--- src/rtl/core/lpfd_pkg.sv ---
// Shared types, constants and codes of the length-prefixed frame decoder.
`timescale 1ns / 1ps

package lpfd_pkg;

    localparam int HEADER_BYTES = 20;
    localparam int MAGIC_END    = 4;
    localparam int VERSION_END  = 6;
    localparam int TYPE_END     = 8;
    localparam int LENGTH_END   = 12;
    localparam int HDR_COUNT_W  = $clog2(HEADER_BYTES);
    localparam int NUM_TYPES    = 5;
    localparam int CFG_INDEX_W  = 8;
    localparam int CFG_DATA_W   = 32;

    localparam logic [CFG_INDEX_W-1:0] REG_EXPECTED_MAGIC   = 8'd0;
    localparam logic [CFG_INDEX_W-1:0] REG_EXPECTED_VERSION = 8'd1;
    localparam logic [CFG_INDEX_W-1:0] REG_MAX_PAYLOAD_LEN  = 8'd2;
    localparam logic [CFG_INDEX_W-1:0] REG_TYPE_CODE_A      = 8'd3;
    localparam logic [CFG_INDEX_W-1:0] REG_TYPE_CODE_E      = 8'd7;

    localparam logic [1:0] KIND_HEADER  = 2'd0;
    localparam logic [1:0] KIND_PAYLOAD = 2'd1;
    localparam logic [1:0] KIND_ERROR   = 2'd2;

    localparam logic [1:0] ERR_BAD_MAGIC   = 2'd0;
    localparam logic [1:0] ERR_BAD_VERSION = 2'd1;
    localparam logic [1:0] ERR_BAD_TYPE    = 2'd2;
    localparam logic [1:0] ERR_TOO_LARGE   = 2'd3;

    typedef enum logic [1:0] {
        PH_HEADER  = 2'd0,
        PH_PAYLOAD = 2'd1,
        PH_HALT    = 2'd2
    } phase_t;

    typedef struct packed {
        logic [31:0]                expected_magic;
        logic [15:0]                expected_version;
        logic [31:0]                max_payload_len;
        logic [NUM_TYPES-1:0][15:0] type_codes;
    } cfg_t;

    typedef struct packed {
        logic       fail;
        logic [1:0] code;
    } chk_t;

    typedef struct packed {
        logic [1:0]  kind;
        logic [15:0] msg_type;
        logic [63:0] request_tag;
        logic [31:0] payload_len;
        logic [7:0]  data_byte;
        logic [1:0]  error_code;
        logic        frame_last;
    } result_t;

endpackage

--- src/rtl/core/lpfd_if.sv ---
// Channel interfaces of the frame decoder: byte stream, results and configuration writes.
`timescale 1ns / 1ps

interface lpfd_byte_if;
    logic       valid;
    logic       ready;
    logic [7:0] in_byte;

    modport source (output valid, output in_byte, input ready);
    modport sink (input valid, input in_byte, output ready);
endinterface

interface lpfd_res_if;
    logic        valid;
    logic        ready;
    logic [1:0]  kind;
    logic [15:0] msg_type;
    logic [63:0] request_tag;
    logic [31:0] payload_len;
    logic [7:0]  data_byte;
    logic [1:0]  error_code;
    logic        frame_last;

    modport source (
        output valid, output kind, output msg_type, output request_tag,
        output payload_len, output data_byte, output error_code, output frame_last,
        input ready
    );
    modport sink (
        input valid, input kind, input msg_type, input request_tag,
        input payload_len, input data_byte, input error_code, input frame_last,
        output ready
    );
endinterface

interface lpfd_cfg_if;
    logic                             valid;
    logic                             ready;
    logic [lpfd_pkg::CFG_INDEX_W-1:0] index;
    logic [lpfd_pkg::CFG_DATA_W-1:0]  wdata;

    modport source (output valid, output index, output wdata, input ready);
    modport sink (input valid, input index, input wdata, output ready);
endinterface

--- src/rtl/core/lpfd_hdr_check.sv ---
// Header check: magic, version, known type and length limit, in order of priority.
`timescale 1ns / 1ps

module lpfd_hdr_check (
    input  lpfd_pkg::cfg_t cfg_regs,
    input  logic [31:0]    magic,
    input  logic [15:0]    version,
    input  logic [15:0]    msg_type,
    input  logic [31:0]    length,
    output lpfd_pkg::chk_t chk
);

    logic type_known;

    always_comb
    begin
        type_known = 1'b0;
        for (int i = 0; i < lpfd_pkg::NUM_TYPES; i++)
        begin
            if (cfg_regs.type_codes[i] == msg_type)
            begin
                type_known = 1'b1;
            end
        end
    end

    always_comb
    begin
        chk.fail = 1'b1;
        chk.code = lpfd_pkg::ERR_BAD_MAGIC;
        if (magic != cfg_regs.expected_magic)
        begin
            chk.code = lpfd_pkg::ERR_BAD_MAGIC;
        end
        else if (version != cfg_regs.expected_version)
        begin
            chk.code = lpfd_pkg::ERR_BAD_VERSION;
        end
        else if (!type_known)
        begin
            chk.code = lpfd_pkg::ERR_BAD_TYPE;
        end
        else if (length > cfg_regs.max_payload_len)
        begin
            chk.code = lpfd_pkg::ERR_TOO_LARGE;
        end
        else
        begin
            chk.fail = 1'b0;
        end
    end

endmodule

--- src/rtl/core/length_prefixed_frame_decoder.sv ---
// Top level of the length-prefixed frame decoder.
// The decoder takes one byte per clock cycle in a steady stream: each byte is captured in an
// input register and decoded into the result register once that register is empty or being read,
// so every result is offered from a register, and a request is taken on every cycle
// while the result side keeps up. The first 20 bytes of a frame form a big-endian header (magic,
// version, type, length, request id); after the last of them a header result or an error
// result is given, then one result per payload byte with frame_last on the final one. After
// an error every further byte is accepted and dropped until reset. Configuration writes are
// always accepted and must be made only while no bytes are in flight.
`timescale 1ns / 1ps

module length_prefixed_frame_decoder (
    input  logic               clk,
    input  logic               rst_n,
    lpfd_byte_if.sink          stream,
    lpfd_res_if.source         result,
    lpfd_cfg_if.sink           cfg
);

    lpfd_pkg::cfg_t  cfg_reg;

    logic            in_valid_reg;
    logic [7:0]      in_byte_reg;
    logic            advance;

    lpfd_pkg::phase_t                   phase_reg, phase_next;
    logic [lpfd_pkg::HDR_COUNT_W-1:0]   count_reg, count_next;
    logic [31:0]                        magic_reg, magic_next;
    logic [15:0]                        version_reg, version_next;
    logic [15:0]                        type_reg, type_next;
    logic [31:0]                        length_reg, length_next;
    logic [63:0]                        tag_reg, tag_next;
    logic [31:0]                        left_reg, left_next;

    logic                               res_valid_reg, res_valid_next;
    lpfd_pkg::result_t                  res_reg, res_next;
    logic                               produce;
    lpfd_pkg::chk_t                     chk;

    // Configuration registers.
    assign cfg.ready = 1'b1;

    always_ff @(posedge clk or negedge rst_n)
    begin
        if (!rst_n)
        begin
            cfg_reg <= '0;
        end
        else if (cfg.valid)
        begin
            case (cfg.index)
                lpfd_pkg::REG_EXPECTED_MAGIC:
                begin
                    cfg_reg.expected_magic <= cfg.wdata;
                end
                lpfd_pkg::REG_EXPECTED_VERSION:
                begin
                    cfg_reg.expected_version <= cfg.wdata[15:0];
                end
                lpfd_pkg::REG_MAX_PAYLOAD_LEN:
                begin
                    cfg_reg.max_payload_len <= cfg.wdata;
                end
                default:
                begin
                    if (cfg.index inside
                        {[lpfd_pkg::REG_TYPE_CODE_A : lpfd_pkg::REG_TYPE_CODE_E]})
                    begin
                        cfg_reg.type_codes[3'(cfg.index - lpfd_pkg::REG_TYPE_CODE_A)]
                            <= cfg.wdata[15:0];
                    end
                end
            endcase
        end
    end

    // Input register: refilled whenever its byte moves on or it is empty.
    assign advance      = in_valid_reg && (!res_valid_reg || result.ready);
    assign stream.ready = !in_valid_reg || advance;

    always_ff @(posedge clk or negedge rst_n)
    begin
        if (!rst_n)
        begin
            in_valid_reg <= 1'b0;
        end
        else if (stream.ready)
        begin
            in_valid_reg <= stream.valid;
        end
    end

    always_ff @(posedge clk)
    begin
        if (stream.ready && stream.valid)
        begin
            in_byte_reg <= stream.in_byte;
        end
    end

    lpfd_hdr_check u_check (
        .cfg_regs (cfg_reg),
        .magic    (magic_next),
        .version  (version_next),
        .msg_type (type_next),
        .length   (length_next),
        .chk      (chk)
    );

    always_comb
    begin
        phase_next   = phase_reg;
        count_next   = count_reg;
        magic_next   = magic_reg;
        version_next = version_reg;
        type_next    = type_reg;
        length_next  = length_reg;
        tag_next     = tag_reg;
        left_next    = left_reg;
        produce      = 1'b0;
        res_next     = '0;

        case (phase_reg)
            lpfd_pkg::PH_HEADER:
            begin
                if (count_reg < lpfd_pkg::HDR_COUNT_W'(lpfd_pkg::MAGIC_END))
                begin
                    magic_next = {magic_reg[23:0], in_byte_reg};
                end
                else if (count_reg < lpfd_pkg::HDR_COUNT_W'(lpfd_pkg::VERSION_END))
                begin
                    version_next = {version_reg[7:0], in_byte_reg};
                end
                else if (count_reg < lpfd_pkg::HDR_COUNT_W'(lpfd_pkg::TYPE_END))
                begin
                    type_next = {type_reg[7:0], in_byte_reg};
                end
                else if (count_reg < lpfd_pkg::HDR_COUNT_W'(lpfd_pkg::LENGTH_END))
                begin
                    length_next = {length_reg[23:0], in_byte_reg};
                end
                else
                begin
                    tag_next = {tag_reg[55:0], in_byte_reg};
                end

                if (count_reg != lpfd_pkg::HDR_COUNT_W'(lpfd_pkg::HEADER_BYTES - 1))
                begin
                    count_next = count_reg + lpfd_pkg::HDR_COUNT_W'(1);
                end
                else
                begin
                    count_next = '0;
                    produce    = 1'b1;
                    if (chk.fail)
                    begin
                        res_next.kind       = lpfd_pkg::KIND_ERROR;
                        res_next.error_code = chk.code;
                        res_next.frame_last = 1'b1;
                        phase_next          = lpfd_pkg::PH_HALT;
                    end
                    else
                    begin
                        res_next.kind        = lpfd_pkg::KIND_HEADER;
                        res_next.msg_type    = type_next;
                        res_next.request_tag = tag_next;
                        res_next.payload_len = length_next;
                        if (length_next == '0)
                        begin
                            res_next.frame_last = 1'b1;
                        end
                        else
                        begin
                            left_next  = length_next;
                            phase_next = lpfd_pkg::PH_PAYLOAD;
                        end
                    end
                end
            end
            lpfd_pkg::PH_PAYLOAD:
            begin
                produce            = 1'b1;
                res_next.kind      = lpfd_pkg::KIND_PAYLOAD;
                res_next.data_byte = in_byte_reg;
                left_next          = left_reg - 32'd1;
                if (left_reg == 32'd1)
                begin
                    res_next.frame_last = 1'b1;
                    phase_next          = lpfd_pkg::PH_HEADER;
                    count_next          = '0;
                end
            end
            default:
            begin
                produce = 1'b0;
            end
        endcase
    end

    always_comb
    begin
        res_valid_next = res_valid_reg;
        if (advance)
        begin
            res_valid_next = produce;
        end
        else if (result.ready)
        begin
            res_valid_next = 1'b0;
        end
    end

    always_ff @(posedge clk or negedge rst_n)
    begin
        if (!rst_n)
        begin
            phase_reg     <= lpfd_pkg::PH_HEADER;
            count_reg     <= '0;
            magic_reg     <= '0;
            version_reg   <= '0;
            type_reg      <= '0;
            length_reg    <= '0;
            tag_reg       <= '0;
            left_reg      <= '0;
            res_valid_reg <= 1'b0;
        end
        else
        begin
            res_valid_reg <= res_valid_next;
            if (advance)
            begin
                phase_reg   <= phase_next;
                count_reg   <= count_next;
                magic_reg   <= magic_next;
                version_reg <= version_next;
                type_reg    <= type_next;
                length_reg  <= length_next;
                tag_reg     <= tag_next;
                left_reg    <= left_next;
            end
        end
    end

    always_ff @(posedge clk)
    begin
        if (advance && produce)
        begin
            res_reg <= res_next;
        end
    end

    assign result.valid       = res_valid_reg;
    assign result.kind        = res_reg.kind;
    assign result.msg_type    = res_reg.msg_type;
    assign result.request_tag = res_reg.request_tag;
    assign result.payload_len = res_reg.payload_len;
    assign result.data_byte   = res_reg.data_byte;
    assign result.error_code  = res_reg.error_code;
    assign result.frame_last  = res_reg.frame_last;

endmodule

--- src/flat_wrapper.sv ---
// flat-port wrapper written by rule: the top's interface ports become plain ports
module length_prefixed_frame_decoder_flat 
  (clk, rst_n, stream_valid, stream_in_byte, stream_ready, result_valid, result_kind, result_msg_type, result_request_tag, result_payload_len, result_data_byte, result_error_code, result_frame_last, result_ready, cfg_valid, cfg_index, cfg_wdata, cfg_ready);
  lpfd_byte_if stream_i ();
  lpfd_res_if result_i ();
  lpfd_cfg_if cfg_i ();
  input  logic clk;
  input  logic rst_n;
  input wire logic [$bits(stream_i.valid)-1:0] stream_valid;
  input wire logic [$bits(stream_i.in_byte)-1:0] stream_in_byte;
  output wire logic [$bits(stream_i.ready)-1:0] stream_ready;
  output wire logic [$bits(result_i.valid)-1:0] result_valid;
  output wire logic [$bits(result_i.kind)-1:0] result_kind;
  output wire logic [$bits(result_i.msg_type)-1:0] result_msg_type;
  output wire logic [$bits(result_i.request_tag)-1:0] result_request_tag;
  output wire logic [$bits(result_i.payload_len)-1:0] result_payload_len;
  output wire logic [$bits(result_i.data_byte)-1:0] result_data_byte;
  output wire logic [$bits(result_i.error_code)-1:0] result_error_code;
  output wire logic [$bits(result_i.frame_last)-1:0] result_frame_last;
  input wire logic [$bits(result_i.ready)-1:0] result_ready;
  input wire logic [$bits(cfg_i.valid)-1:0] cfg_valid;
  input wire logic [$bits(cfg_i.index)-1:0] cfg_index;
  input wire logic [$bits(cfg_i.wdata)-1:0] cfg_wdata;
  output wire logic [$bits(cfg_i.ready)-1:0] cfg_ready;
  assign stream_i.valid = stream_valid;
  assign stream_i.in_byte = stream_in_byte;
  assign stream_ready = stream_i.ready;
  assign result_valid = result_i.valid;
  assign result_kind = result_i.kind;
  assign result_msg_type = result_i.msg_type;
  assign result_request_tag = result_i.request_tag;
  assign result_payload_len = result_i.payload_len;
  assign result_data_byte = result_i.data_byte;
  assign result_error_code = result_i.error_code;
  assign result_frame_last = result_i.frame_last;
  assign result_i.ready = result_ready;
  assign cfg_i.valid = cfg_valid;
  assign cfg_i.index = cfg_index;
  assign cfg_i.wdata = cfg_wdata;
  assign cfg_ready = cfg_i.ready;
  length_prefixed_frame_decoder u_core (.clk(clk), .rst_n(rst_n), .stream(stream_i), .result(result_i), .cfg(cfg_i));
endmodule
--- config.mk ---
export PLATFORM = sky130hd
export DESIGN_NAME = length_prefixed_frame_decoder_flat
export DESIGN_NICKNAME = d
export VERILOG_FILES = /design/src/rtl/core/lpfd_pkg.sv /design/src/rtl/core/lpfd_if.sv /design/src/rtl/core/lpfd_hdr_check.sv /design/src/rtl/core/length_prefixed_frame_decoder.sv /design/src/flat_wrapper.sv
export SDC_FILE = /design/constraint.sdc
export NUM_CORES = 1
export LEC_CHECK = 0
export ABC_AREA = 1
export BUFFER_PORTS_ARGS = -buffer_cell sky130_fd_sc_hd__buf_2
export CORE_MARGIN = 1.5
export CORE_UTILIZATION = 35
export DETAILED_ROUTE_END_ITERATION = 10
export REMOVE_ABC_BUFFERS = 1
export SYNTH_ARGS = -nofsm -noshare
export SYNTH_HDL_FRONTEND = slang
export SYNTH_HIERARCHICAL = 1
export SYNTH_SLANG_ARGS = --single-unit
--- constraint.sdc ---
create_clock -name clk -period 3.6 [get_ports clk]
set_input_delay 0.36 -clock clk [delete_from_list [all_inputs] [get_ports clk]]
set_output_delay 0.36 -clock clk [all_outputs]
set_load 0.1 [all_outputs]
==> flow_summary_export.csv <==
group,metric,value,unit
run_status,status,"finished clean",
clock_network,cts_tree,"done",
timing,worst_pin_slew,0.977,ns
setup_path,critPathArrivalTime,3.89,ns
clock_network,worstSkewPairLatency,0.61,ns
grt,grt_max_degree,111,
setup_path,cp_slowest_stage_delay,0.38,ns
timing,whs,0.0329,ns
drt,wire_per_inst,16.0,um
floorplanning,die_width,268,um
floorplanning,placementRows,97,
setup_path,r2r_end,"u_core/left_reg[8]",
setup_path,r2r_setup_slack,0.21,ns
grt,grt_usage,0.182,
power_and_ir_drop,p_leak,14.1,nW
setup_path,worstPathRequired,4.10,ns
setup_path,rr_startpoint,"u_core/count_reg[2]",
setup_path,crit_fanout,8,
final_layout,layout-drive-gt1-share,0.145,
timing,slew_viol_final,0,
setup_path,start_kind,"flop",
drt,ant_nets,0,
logic_synthesis,async_flop_share,0.731,
logic_synthesis,synth_cell_types,48,
timing,final.setup_skew,0.0163,ns
timing,max_freq,295,MHz
logic_synthesis,syn-instance-count,2958,
timing,setup_slack,0.209,ns
logic_synthesis,syn_area_per_cell,8.33,um^2
setup_path,end_kind,"flop",
logic_synthesis,ys_seq_area_frac,0.529,
logic_synthesis,synth_top_area_frac,0.367,
final_layout,multi_input_area,10100,um^2
floorplanning,chipHeight,268,um
floorplanning,start_util,0.353,
clock_network,root_buffer,"clkbuf_16",
clock_network,cts_max_path_buffers,3,
worst_hold_path,min-delay-start,"cfg_wdata[21]",
grt,grt_pass1_vias,18400,
drt,dr.pass1.iters,5,
worst_hold_path,min_path_type,"primary input to flop",
logic_synthesis,synth_flop_cell,"dfrtp_1",
grt,antenna_found_initial,7,
place,io_buffers,179,
place,place_ws,-0.0509,ns
final_layout,nets,3263,
setup_path,cp_slowest_cell,"dfrtp_1",
timing,finalHoldViolations,0,
final_layout,syn_to_final_growth,19.2,%
drt,drc,0,
drt,routed_wl,66.7,mm
clock_network,numCtsBuffers,51,
place,dp_hpwl,45.5,mm
power_and_ir_drop,p_per_area,759,nW/um^2
final_layout,seqCellArea,13000,um^2
timing,finalSetupViolations,0,
final_layout,fill_cells,6952,
logic_synthesis,yosysTopAreaCell,"dfrtp_1",
drt,initialDrtViolationCount,1353,
worst_hold_path,whs_path_depth,3,
timing,maxSlewHeadroom,0.348,
clock_network,clk_pin_slew_worst_paths,0.07,ns
floorplanning,io_pins,181,
timing,final.min_clock_period,3.39,ns
logic_synthesis,synth_edf_count,133,
logic_synthesis,synth.area.top_cells,"dfrtp_1 (37%), edfxtp_1 (16%), nand2_1 (13%)",
place,gp_congestion,0.889,
final_layout,final_util,0.421,
floorplanning,core-area,69800,um^2
final_layout,largest_register_ff_count,160,
setup_path,worstSetupPathType,"flop to flop",
clock_network,clkSinkCount,494,
logic_synthesis,ys_ff_latch,494,
setup_path,path_common_cell,"nand2_1",
drt,avgViaCountPerCell,4.76,
grt,grt_pass1_wl,103,mm
logic_synthesis,synth_area,24600,um^2
worst_hold_path,min_to,"u_core/cfg_reg[101]",
power_and_ir_drop,ir_drop,0.395,mV
clock_network,cts.htree.levels,2,
flow_run,maxCapViolations,0,
setup_path,reg2regPathDepth,22,
timing,period_share,0.942,
floorplanning,dieArea,72000,um^2
grt,grt-ovfl-total,0,
drt,vias,19800,
logic_synthesis,synth_warnings,6,
setup_path,worstPathCellList,"buf_4, inv_4, nand3_4, buf_4, nand2_1, nand2_1, o21ai_0, ha_1, a21oi_1, o21ai_0, nand2_1, nand2_1, nor2_1, nand2_1, nand2_1, nand3_2, nand2_2, buf_4, nand3_4, clkbuf_16, nand2_1, nand2_1",
-- cell usage in the layout (no fill, tap or decap), types with 3 or more instances in the layout --
cell           count
o21ai_0          349
clkinv_2          10
a21oi_1           68
o211ai_1           3
o21ai_1           59
clkinvlp_4         4
ha_1              39
dlygate4sd3_1     16
nor2_1           322
bufinv_16          5
nand3_2            4
mux2_2             6
edfxtp_1         133
nor2_2             9
or2_2             12
o21ai_2           15
xnor2_1           37
clkbuf_1           7
a21oi_2            6
inv_1            263
inv_6              3
clkbuf_16         55
nand2_1          854
buf_2            178
nor3_2             3
buf_12            17
o21ai_4            3
xor2_1            49
clkbuf_8          14
buf_4             90
nand2_2            3
inv_2              8
dfrtp_1          361
nor3b_1            4
mux2i_1           55
nand4_1           61
nor2_4             3
nand3_1           40
nor3_1            11
-- synthesized netlist by cell type, types with 14 or more instances --
cell,n
dfrtp_1,361
nor2_1,331
nor3_1,14
a21oi_1,73
inv_1,265
edfxtp_1,133
xnor2_1,37
mux2i_1,56
nand3_1,42
nand4_1,61
o21ai_0,387
o21ai_1,21
nand2_1,859
o21ai_2,18
xor2_1,49
buf_2,23
ha_1,39
clkbuf_1,108
-- worst max-delay path by stage --
stage / from / endpoint
2_1_floorplan: u_core/phase_reg[0] / u_core/result.msg_type[15]
3_3_place_gp: u_core/count_reg[2] / u_core/result.request_tag[59]
3_5_place_dp: u_core/count_reg[2] / u_core/result.request_tag[12]
4_1_cts: u_core/count_reg[3] / u_core/result.request_tag[12]
5_1_grt: u_core/count_reg[2] / u_core/left_reg[27]
6_report: u_core/count_reg[2] / u_core/left_reg[8]
-- logic make-up after synthesis --
family,after synthesis,share of synthesized area
xor gates and xnor gates,86,0.0306
muxes,62,0.0255
DFF,494,0.529
AOI/OAI and AO/OA,513,0.108
and+or+nand+nor,1338,0.218
other,1,0.000152
adders and majority gates,39,0.0198
buffers and inverters,425,0.0689
-- metrics by stage --
stage	std cells	instance area (um^2)	TNS [ns]	power [W]
after CTS	4145	29100	0	0.0222
after global routing	4154	29300	-0.00636	0.0240
after detailed placement	4033	27100	-1.96	0.0165
after floorplan	2809	24000	-483.56	0.0134
after global placement	4033	27100	-0.0882	0.0164
final	4156	29300	0	0.0223
-- layout make-up --
class | instances | share of cell area
clock inverters | 24 | 0.0103
multi-input cells | 2039 | 0.343
diodes | 2 | 0.000171
clock buffers | 72 | 0.0510
flip-flops and latches | 494 | 0.444
inverters | 276 | 0.0358
repair buffers | 309 | 0.0761
well taps | 940 | 0.0401
-- report_power, final --
part / total (W) / switching, W / leakage (nW) / internal, W
logic: 0.00942 / 0.00582 / 6.89 / 0.00360
registers: 0.00726 / 0.000664 / 6.33 / 0.00660
clock network: 0.00560 / 0.00233 / 0.879 / 0.00327
-- worst max-delay path: cells and delay by family (launching register included) --
kind                     cells  cell delay, ns
AO/OA/AOI/OAI                3            0.43
buffers and inverters        5            0.80
adder cells (fa/ha/maj)      1            0.28
flip-flops                   1            0.38
AND/OR/NAND/NOR             13            1.39
-- metal layers --
metal  vias to the layer above  part of all wire  track usage  wire length [um]
met1                      9299              0.47        0.260             31600
met2                       434              0.45        0.288             30200
met5                         -           0.00078            0                52
met3                        86             0.051       0.0300              3400
li1                       9954                 -            -                 -
met4                         8             0.021       0.0458              1410
-- what timing repair did --
action / CTS / global route
gates resized for setup: 1 / 67
hold endpoints to repair: 56 / 0
hold buffers: 16 / 0
endpoints found under the setup margin: 98 / 149
setup buffers: 0 / 4
gates cloned: 0 / 5
pin swaps: 0 / 2
Note: power is estimated with default switching activity, not from simulation.
